--- config.mk ---
export PLATFORM = sky130hd
export DESIGN_NAME = packet_delay_loss_emulator
export DESIGN_NICKNAME = d
export VERILOG_FILES = /design/src/pdle_pkg.sv /design/src/pdle_ram.sv /design/src/packet_delay_loss_emulator.sv
export SDC_FILE = /design/constraint.sdc
export NUM_CORES = 2
export LEC_CHECK = 0
export BUFFER_PORTS_ARGS = -buffer_cell sky130_fd_sc_hd__buf_2
export CAP_MARGIN = 30
export CORE_MARGIN = 3
export CORE_UTILIZATION = 58
export DETAILED_ROUTE_END_ITERATION = 10
export GPL_ROUTABILITY_DRIVEN = 1
export PLACE_DENSITY = 0.77
export RECOVER_POWER = 25
export SLEW_MARGIN = 5
export SYNTH_ARGS = -nofsm -noshare
export SYNTH_HDL_FRONTEND = slang
export SYNTH_SLANG_ARGS = --single-unit
--- constraint.sdc ---
create_clock -name clk -period 8.1 [get_ports clk]
set_clock_uncertainty 0.05 [all_clocks]
set_input_delay 0.81 -clock clk [delete_from_list [all_inputs] [get_ports clk]]
set_output_delay 0.81 -clock clk [all_outputs]
set_load 0.01 [all_outputs]
--- src/pdle_pkg.sv ---
package pdle_pkg;

	localparam int QueueDepth = 32;
	localparam int HandleBits = 8;
	localparam int IdxBits = $clog2(QueueDepth);
	localparam int CntBits = $clog2(QueueDepth + 1);

	localparam logic [2:0] KIND_QUEUED   = 3'd0;
	localparam logic [2:0] KIND_DROPPED  = 3'd1;
	localparam logic [2:0] KIND_FULL     = 3'd2;
	localparam logic [2:0] KIND_TICK     = 3'd3;
	localparam logic [2:0] KIND_RELEASED = 3'd4;

	localparam logic [1:0] CFG_LOSS = 2'd0;
	localparam logic [1:0] CFG_MIN  = 2'd1;
	localparam logic [1:0] CFG_SPAN = 2'd2;

	typedef struct packed {
		logic        command;
		logic [7:0]  packet_handle;
		logic [15:0] rand_loss;
		logic [15:0] rand_delay;
	} cmd_t;

	typedef struct packed {
		logic [2:0] kind;
		logic [7:0] released_handle;
		logic       last;
	} result_t;

	typedef struct packed {
		logic [31:0]           when;
		logic [15:0]           seq;
		logic [HandleBits-1:0] handle;
	} slot_t;

	typedef enum logic [3:0] {
		ST_IDLE, ST_CALC, ST_EXEC, ST_UP_RD, ST_UP_CMP, ST_ROOT_RD, ST_ROOT_CHK,
		ST_POP_RD, ST_POP_LD, ST_DN_L, ST_DN_R, ST_DN_CMP
	} state_t;

	// Entry a goes before entry b: earlier release relative to now, then older.
	function automatic logic goes_first(slot_t a, slot_t b, logic [31:0] now);
		logic [31:0] da;
		logic [31:0] db;
		logic [15:0] ds;
		da = a.when - now;
		db = b.when - now;
		ds = a.seq - b.seq;
		if (da != db) return $signed(da) < $signed(db);
		return ds[15];
	endfunction

endpackage

--- src/pdle_ram.sv ---
module pdle_ram (
	input  logic                          clk,
	input  logic                          we,
	input  logic [pdle_pkg::IdxBits-1:0]  waddr,
	input  pdle_pkg::slot_t               wdata,
	input  logic [pdle_pkg::IdxBits-1:0]  raddr,
	output pdle_pkg::slot_t               rdata
);

	pdle_pkg::slot_t mem [pdle_pkg::QueueDepth];

	// One write port and one registered read port.
	always_ff @(posedge clk) begin
		if (we) mem[waddr] <= wdata;
		rdata <= mem[raddr];
	end

endmodule

--- src/packet_delay_loss_emulator.sv ---
// Link impairment block with a binary min-heap of pending packets in one RAM.
// An item is taken when start is high and busy is low. The first beat of an
// item, its status, comes in ROOT_CHK after CALC, EXEC and ROOT_RD for a tick
// or a refused packet; a queued packet first climbs the heap in UP_RD and
// UP_CMP. Each released packet then adds a pass through POP_RD, POP_LD and
// the DN states, since the pop sinks the last entry through the heap, one
// child read at a time. Every beat is held back until it is known whether
// another beat follows, so that last can be set. busy drops after the final
// beat, and the next item can be taken as soon as busy is low.
// Results appear for one cycle with result_valid and cannot be stalled.
module packet_delay_loss_emulator (
	input  logic              clk,
	input  logic              arst_n,
	input  logic              start,
	output logic              busy,
	input  pdle_pkg::cmd_t    cmd,
	output logic              result_valid,
	output pdle_pkg::result_t result,
	input  logic              cfg_valid,
	output logic              cfg_ready,
	input  logic [1:0]        cfg_index,
	input  logic [16:0]       cfg_data
);

	localparam int IB = pdle_pkg::IdxBits;
	localparam int CB = pdle_pkg::CntBits;

	pdle_pkg::state_t state_q, state_d;
	logic [16:0] loss_q;
	logic [15:0] min_q, span_q;
	logic [CB-1:0] count_q;
	logic [31:0] now_q;
	logic [15:0] arr_q;
	pdle_pkg::cmd_t cmd_q;
	logic [31:0] prod_q;
	logic [IB-1:0] idx_q, best_idx_q;
	pdle_pkg::slot_t cur_q, best_q;
	logic [2:0] pend_kind_q;
	logic [7:0] pend_handle_q;

	logic we;
	logic [IB-1:0] waddr, raddr;
	pdle_pkg::slot_t wdata, rdata;

	logic [2:0] status_kind;
	logic [31:0] new_when;
	pdle_pkg::slot_t new_slot;
	logic [IB-1:0] parent;
	logic [IB:0] lidx, ridx;
	logic [31:0] root_diff;
	logic root_due;
	logic left_first, right_first;

	pdle_ram u_ram (.clk, .we, .waddr, .wdata, .raddr, .rdata);

	assign cfg_ready = 1'b1;
	assign busy = (state_q != pdle_pkg::ST_IDLE);

	// Heap arithmetic on the current index.
	assign parent = (idx_q - IB'(1)) >> 1;
	assign lidx = {idx_q, 1'b1};
	assign ridx = {idx_q, 1'b0} + (IB+1)'(2);

	// New entry for a queued packet.
	assign new_when = now_q + {16'd0, min_q} + {16'd0, prod_q[31:16]};
	assign new_slot = {new_when, arr_q, cmd_q.packet_handle[pdle_pkg::HandleBits-1:0]};

	// Root entry is due when its release time is not later than now.
	assign root_diff = rdata.when - now_q;
	assign root_due = (count_q != '0) && (root_diff[31] || (root_diff == '0));

	assign left_first = pdle_pkg::goes_first(rdata, cur_q, now_q);
	assign right_first = pdle_pkg::goes_first(rdata, best_q, now_q);

	// Status of the item at hand.
	always_comb begin
		if (cmd_q.command) status_kind = pdle_pkg::KIND_TICK;
		else if ({1'b0, cmd_q.rand_loss} < loss_q) status_kind = pdle_pkg::KIND_DROPPED;
		else if (count_q == CB'(pdle_pkg::QueueDepth)) status_kind = pdle_pkg::KIND_FULL;
		else status_kind = pdle_pkg::KIND_QUEUED;
	end

	// Configuration writes.
	always_ff @(posedge clk or negedge arst_n) begin
		if (!arst_n) begin
			loss_q <= '0;
			min_q  <= '0;
			span_q <= '0;
		end else if (cfg_valid) begin
			unique case (cfg_index)
				pdle_pkg::CFG_LOSS: loss_q <= cfg_data;
				pdle_pkg::CFG_MIN:  min_q  <= cfg_data[15:0];
				pdle_pkg::CFG_SPAN: span_q <= cfg_data[15:0];
				default: ;
			endcase
		end
	end

	// Next state, memory port and result beat.
	always_comb begin
		state_d = state_q;
		we = 1'b0;
		waddr = idx_q;
		wdata = cur_q;
		raddr = idx_q;
		result_valid = 1'b0;
		result = '0;
		unique case (state_q)
			pdle_pkg::ST_IDLE: if (start) state_d = pdle_pkg::ST_CALC;
			pdle_pkg::ST_CALC: state_d = pdle_pkg::ST_EXEC;
			pdle_pkg::ST_EXEC: begin
				state_d = (status_kind == pdle_pkg::KIND_QUEUED) ? pdle_pkg::ST_UP_RD
					: pdle_pkg::ST_ROOT_RD;
			end
			pdle_pkg::ST_UP_RD: begin
				if (idx_q == '0) begin
					we = 1'b1;
					state_d = pdle_pkg::ST_ROOT_RD;
				end else begin
					raddr = parent;
					state_d = pdle_pkg::ST_UP_CMP;
				end
			end
			pdle_pkg::ST_UP_CMP: begin
				we = 1'b1;
				if (pdle_pkg::goes_first(cur_q, rdata, now_q)) begin
					wdata = rdata;
					state_d = pdle_pkg::ST_UP_RD;
				end else begin
					state_d = pdle_pkg::ST_ROOT_RD;
				end
			end
			pdle_pkg::ST_ROOT_RD: begin
				raddr = '0;
				state_d = pdle_pkg::ST_ROOT_CHK;
			end
			pdle_pkg::ST_ROOT_CHK: begin
				result_valid = 1'b1;
				result.kind = pend_kind_q;
				result.released_handle = pend_handle_q;
				result.last = !root_due;
				state_d = root_due ? pdle_pkg::ST_POP_RD : pdle_pkg::ST_IDLE;
			end
			pdle_pkg::ST_POP_RD: begin
				raddr = count_q[IB-1:0];
				state_d = (count_q == '0) ? pdle_pkg::ST_ROOT_RD : pdle_pkg::ST_POP_LD;
			end
			pdle_pkg::ST_POP_LD: state_d = pdle_pkg::ST_DN_L;
			pdle_pkg::ST_DN_L: begin
				if (lidx < (IB+1)'(count_q)) begin
					raddr = lidx[IB-1:0];
					state_d = pdle_pkg::ST_DN_R;
				end else begin
					we = 1'b1;
					state_d = pdle_pkg::ST_ROOT_RD;
				end
			end
			pdle_pkg::ST_DN_R: begin
				raddr = ridx[IB-1:0];
				state_d = pdle_pkg::ST_DN_CMP;
			end
			pdle_pkg::ST_DN_CMP: begin
				we = 1'b1;
				if ((ridx < (IB+1)'(count_q)) && right_first) begin
					wdata = rdata;
					state_d = pdle_pkg::ST_DN_L;
				end else if (best_idx_q != idx_q) begin
					wdata = best_q;
					state_d = pdle_pkg::ST_DN_L;
				end else begin
					state_d = pdle_pkg::ST_ROOT_RD;
				end
			end
			default: state_d = pdle_pkg::ST_IDLE;
		endcase
	end

	// Control registers.
	always_ff @(posedge clk or negedge arst_n) begin
		if (!arst_n) begin
			state_q <= pdle_pkg::ST_IDLE;
			count_q <= '0;
			now_q <= '0;
			arr_q <= '0;
		end else begin
			state_q <= state_d;
			if (state_q == pdle_pkg::ST_EXEC) begin
				if (cmd_q.command) now_q <= now_q + 32'd1;
				if (status_kind == pdle_pkg::KIND_QUEUED) begin
					count_q <= count_q + CB'(1);
					arr_q <= arr_q + 16'd1;
				end
			end else if (state_q == pdle_pkg::ST_ROOT_CHK && root_due) begin
				count_q <= count_q - CB'(1);
			end
		end
	end

	// Datapath registers.
	always_ff @(posedge clk) begin
		case (state_q)
			pdle_pkg::ST_IDLE: if (start) cmd_q <= cmd;
			pdle_pkg::ST_CALC: prod_q <= {16'd0, cmd_q.rand_delay} * ({16'd0, span_q} + 32'd1);
			pdle_pkg::ST_EXEC: begin
				pend_kind_q <= status_kind;
				pend_handle_q <= '0;
				cur_q <= new_slot;
				idx_q <= count_q[IB-1:0];
			end
			pdle_pkg::ST_UP_CMP: if (pdle_pkg::goes_first(cur_q, rdata, now_q)) idx_q <= parent;
			pdle_pkg::ST_ROOT_CHK: begin
				if (root_due) begin
					pend_kind_q <= pdle_pkg::KIND_RELEASED;
					pend_handle_q <= 8'(rdata.handle);
				end
			end
			pdle_pkg::ST_POP_LD: begin
				cur_q <= rdata;
				idx_q <= '0;
			end
			pdle_pkg::ST_DN_R: begin
				best_q <= left_first ? rdata : cur_q;
				best_idx_q <= left_first ? lidx[IB-1:0] : idx_q;
			end
			pdle_pkg::ST_DN_CMP: begin
				if ((ridx < (IB+1)'(count_q)) && right_first) idx_q <= ridx[IB-1:0];
				else idx_q <= best_idx_q;
			end
			default: ;
		endcase
	end

endmodule
======== Word level (Yosys, flattened, before mapping) ========
Memory sizes are Yosys's and may differ from the RTL's. A register that Yosys moved wholly into a read port is not among the register bits.
Index checks and enable logic that the tools add are counted.
word-level totals
  word-level logic and storage cells ...... 146
  flip-flop bits (word level) ............. 313
  output and inout bits ................... 15
  bits of input ports ..................... 64
  memories kept ........................... 1
  memory bits (writable) .................. 1,792
memory list
  name       words  width  read ports  clocked after memory_dff  wr ports  line            text
  u_ram.mem  32     56     1           1                         1         pdle_ram.sv:10  pdle_pkg::slot_t mem [pdle_pkg::QueueDepth];
cells by class
  $mul .................................... 1
  reductions and logical operators ........ 27
  eq/ne operators ......................... 22
  $lt $le $gt $ge ......................... 6
  add/sub/neg operators ................... 15
  muxes and demuxes ....................... 51
operators with widths
  operator                 count
  $mux W56                 4
  $pmux W56 S2             2
  $lt A32 B32 Y1           3
  $ne A32 B32 Y1           3
  $sub A32 B32 Y32         3
  $add A32 B16 Y32         2
  $pmux W4 S12             1
  $sub A16 B16 Y16         3
  $add A32 B1 Y32 const B  1
  $logic_not A32 Y1        1
  $mul A16 B17 Y32         1
  $mux W5                  5
  $pmux W5 S5              1
  $mux W4                  5
  $pmux W5 S4              1
  $mux W6                  3
  $reduce_and A2 Y1        9
  $add A16 B1 Y17 const B  1
  $lt A16 B17 Y1           1
  $mux W1                  17
  $add A16 B1 Y16 const B  1
  $eq A4 B3 Y1 const B     4
  $eq A4 B4 Y1 const B     4
  $pmux W8 S2              1
  other kinds (30)         45

======== Depth between registers and ports, before layout ========
  depth after elaboration ................. 8
  depth in mapped cells ................... 29
  mapped depth without buffers ............ 28

======== Cells and area by module ========
From an unflattened synthesis, not the netlist that was laid out.
unflattened totals
  cells, all modules ...................... 7,399
  area, all modules ....................... 103,284.1 um^2
modules (own cells, without submodules)
  module                      sequential area each (um^2)  area each (um^2)  times used  cells each
  pdle_ram                    54,932.7                     70,794.1          1           3,917
  packet_delay_loss_emulator  8,383.0                      32,489.9          1           3,482

======== Least setup slack after synthesis ========
No wires, ideal clock.
  path type ............................... reg2reg
  start ................................... register span_q[0]
  end ..................................... register prod_q[30], data pin
  path buffers ............................ 1
  data required time ...................... 7.791 ns
  setup slack ............................. 0.548 ns
  period minus slack after synthesis ...... 7.552 ns
  arrival ................................. 7.243 ns
  cell stages (with the launch flop) ...... 29
  setup time .............................. 0.259 ns
  path through ............................ dfrtp_1 nand2_1 nor3_1 nand2_1 xnor2_1 clkbuf_1 nand2_1 fa_1 inv_1 fa_1 inv_1 fa_1 inv_1 fa_1 fa_1 inv_1 fa_1 inv_1 ha_1 and4_1 o21ai_0 a31oi_1 o41a_1 o41ai_2 o21ai_0 o41ai_2 o21ai_0 a41oi_1 xnor2_1
on the way
  longest elaborated chain between the ends .. 2
RTL lines
  element                 line                               text
  start, declared         packet_delay_loss_emulator.sv:30   logic [15:0] min_q, span_q;
  start signal, assigned  packet_delay_loss_emulator.sv:93   pdle_pkg::CFG_SPAN: span_q <= cfg_data[15:0];
  $add A16 B1 Y17         packet_delay_loss_emulator.sv:203  pdle_pkg::ST_CALC: prod_q <= {16'd0, cmd_q.rand_delay} * ({16'd0, span_q} + 32'd1);
  $mul A16 B17 Y32        packet_delay_loss_emulator.sv:203
  end signal, assigned    packet_delay_loss_emulator.sv:203
  end, declared           packet_delay_loss_emulator.sv:35   logic [31:0] prod_q;
Every way passes these cells.
A chain may end at the register's enable or synchronous reset.

======== Worst setup path after layout ========
  start ................................... register span_q[2]
  end ..................................... register prod_q[31], data pin
The elaborated chain is that of the path after synthesis.

==> out/results.md <==
• 7.90% — share of layout cells above drive strength 1
• sky130_fd_sc_hd__edfxtp_1 — largest area contributor in the netlist
• 6 — iteration count of the initial detailed-routing pass
• 36400 um — Detail Route met3 WL
• no — setup repair after global routing missed its margin
• 58.7% — effective utilization at floorplan
• 57.2% — proportion of netlist area held by the largest area contributor
• finished, violations left — run status
• 26.0 um — routed len/inst
• 0.87 ns — insertion delay of the later-clocked pin in the worst-skew pair
• 1982 — EDFF count, synth
• sky130_fd_sc_hd__edfxtp_1 — most common library cell in the layout ignoring fill and taps
• 113000 um — metal1 wirelength
• -166% — Slew headroom
• 10800 — number of instances in the placed design
• 185000 um^2 — total die area
• flip-flop — startpoint kind of the worst setup timing path
• 9287 — Post-Synthesis Net Count
• 0 — count of nets left with antenna violations after detail routing
• 8.58 ns — required time at the worst-slack endpoint
• 0.130 GHz — upper clock frequency limit
• 37400 um^2 — combined area of the multi-input logic cells
• 72800 — vias after detailed routing
• 95.1% — final clock period utilization by the worst path
• 64.6% — final core utilization
• 4.99% — FFs w/ async S/R, synth
• 6.53 — Vias/cell
• 0.07 ns — Clock Pin Slew Worst Setup and Hold Paths
• 206 — number of buffers inserted during clock tree synthesis
• 1221 — number of max-slew violations in the final report
• 12.0 um^2 — mean instance size in the synthesized netlist
• reg2reg — classification of the worst setup path
• in2reg — Hold Path Class
• sky130_fd_sc_hd__edfxtp_1 — Post-synth top flop
• 70400 — via count of the first global-routing pass
• 2 — antenna violations before repair
• 430 um — Die W
• 4 — H-tree depth
• max-capacitance violations, max-slew violations — violations in the final reports
• 0 — total global routing overflow
• 9.94% — layout overhead on the synthesized area
• 0 ns — aggregate negative setup slack
• 9266 — Final nets
• sky130_fd_sc_hd__edfxtp_1, sky130_fd_sc_hd__nand2_1, sky130_fd_sc_hd__fa_1 — synth top area cells
• 8.19 ns — crit path DAT
• 28 — max-cap violation count
• 0 — Hold Violations, Final
• 90 — count of distinct cell types in the synthesized netlist
• 177000 um^2 — placeable core area
• met4 — highest signal layer in the routed design
• sky130_fd_sc_hd__edfxtp_1, sky130_fd_sc_hd__nand2_1, sky130_fd_sc_hd__nand3_1 — leading cell types in the layout, fill and taps excluded
• 60.8% — sequential-to-total area share from yosys stat
• 2145 — #FFs+latches synth
• 30.9% — global-route usage over all layers
• 8647 — cell count after synthesis
• 0.959 — gpl congestion
• 162000 um — half-perimeter wire length of the detailed placement result
• 63300 um^2 — register area
• 164 — maximum number of pins on one net before global-route repair
• 290000 um — DRT Wirelength
• 12600 — Filler cells
• 16 — critical path peak fanout
• 108000 um^2 — cell area after placement
• sky130_fd_sc_hd__fa_1 — critical-path cell with the highest stage delay
• sky130_fd_sc_hd__clkbuf_16 — buffer type at the clock tree root
• 435000 um — first-pass GRT wire length
• 0.55 ns — Slowest Stage Delay on Critical Path
• 3 — maximum clock insertion buffer count
• 154 — Cell Rows
• 10900 — Detailed Route Iter0 Violations
• 7.70 ns — Min Clock Period, post-route
• built — TritonCTS clock tree
• 114000 um^2 — post-layout instance area
• 104000 um^2 — post-synthesis instance area
• sky130_fd_sc_hd__fa_1 — Worst path most repeated cell
• 0 — number of warning messages in the yosys log
• 0 — setup-violating endpoint count in the final report
• 11100 — number of non-filler instances in the completed layout
• 79 — count of pins on the block boundary
• 0 — count of unresolved DRC violations after routing
• 129000 um — routed length on met2
• 4.00 ns — slew of the pin with the lowest slew margin
• 77 — port buffer count
• flip-flop — endpoint type of the worst setup path
• 2145 — clock sink count
• 430 um — Die Height
[routing by layer]
layer / vias to the layer above / global-route usage (%)
li1: 31500 / -
met1: 35900 / 44.7
met2: 4699 / 46.1
met3: 715 / 6.72
met4: 0 / 12.3
met5: - / 0
[stage by stage]
step                      hold WS, ns  setup WS [ns]
after detailed placement        0.413          0.217
final                          0.0613          0.397
after CTS                     0.00921          0.150
after global routing           0.0281         0.0100
after floorplan                 0.395          0.548
after global placement          0.414          0.362
[cells by family after synthesis]
family	synth area share, %
flip-flops	60.8
other	0.00360
AO/OA/AOI/OAI	10.2
multiplexers	1.14
XOR/XNOR	1.59
AND/OR/NAND/NOR	14.2
buffers and inverters	3.51
adder cells (fa/ha/maj)	8.56
[repair_timing]
| action | 4_1_cts | 5_1_grt |
|---|---|---|
| resized for setup | 0 | 6 |
| endpoints found under the hold margin | 5 | 0 |
| hold buffers | 1 | 0 |
| setup buffers | 0 | 1 |
| setup endpoints to repair | 0 | 5 |
[flip-flops by register name (all words and copies together) (netlist names), 17 cells and up]
name,cells
loss_q,17
best_q,56
cmd_q,41
u_ram.rdata,56
cur_q,56
now_q,32
u_ram.mem,1792
[area by class of cell]
cell class / count / share of cell area (%)
Timing Repair Buffer: 289 / 1.99
Antenna cell: 2 / 0.00437
Clock buffer: 276 / 4.93
Inverter: 436 / 1.43
Multi-Input combinational cell: 5548 / 32.7
Tap cell: 2340 / 2.56
Sequential cell: 2145 / 55.3
Clock inverter: 113 / 1.06
[worst paths after layout]
check	start	to	cells past startpoint	slack [ns]
max	span_q[2]	prod_q[31]	28	0.40
min	cmd[36]	cmd_q[36]	1	0.06
max reg2reg	span_q[2]	prod_q[31]	28	0.40
min reg2reg	arr_q[15]	arr_q[15]	1	0.43
max in group asynchronous	arst_n	min_q[13]	3	2.29
min in group asynchronous	arst_n	loss_q[0]	2	1.71
[synth_stat cells (46+ instances only)]
cell type,count
sky130_fd_sc_hd__dfrtp_1,107
sky130_fd_sc_hd__dfxtp_1,56
sky130_fd_sc_hd__and2_1,325
sky130_fd_sc_hd__a221o_1,57
sky130_fd_sc_hd__mux2_2,79
sky130_fd_sc_hd__edfxtp_1,1982
sky130_fd_sc_hd__nand3_1,616
sky130_fd_sc_hd__a311oi_1,445
sky130_fd_sc_hd__and2_0,50
sky130_fd_sc_hd__a21o_1,142
sky130_fd_sc_hd__nand2b_1,46
sky130_fd_sc_hd__a21oi_1,150
sky130_fd_sc_hd__xnor2_1,134
sky130_fd_sc_hd__buf_2,48
sky130_fd_sc_hd__a211oi_1,245
sky130_fd_sc_hd__clkbuf_1,438
sky130_fd_sc_hd__fa_1,227
sky130_fd_sc_hd__nor2_1,221
sky130_fd_sc_hd__xor2_1,55
sky130_fd_sc_hd__inv_1,431
sky130_fd_sc_hd__nand2_1,1700
sky130_fd_sc_hd__o21ai_0,185
sky130_fd_sc_hd__nor3_1,114
sky130_fd_sc_hd__ha_1,349
[worst max-delay path, delay by kind of cell (launching register included)]
| kind | cells | cell delay (ns) |
|---|---|---|
| fa+ha+maj | 7 | 3.21 |
| buf+inv | 7 | 0.77 |
| simple gates | 5 | 0.88 |
| compound gates | 7 | 1.74 |
| flops | 1 | 0.41 |
| xor+xnor | 2 | 0.30 |
Power is left out: the tool's default activity adds up to more than one toggle a clock period on the data nets, which glitch-free logic cannot reach.
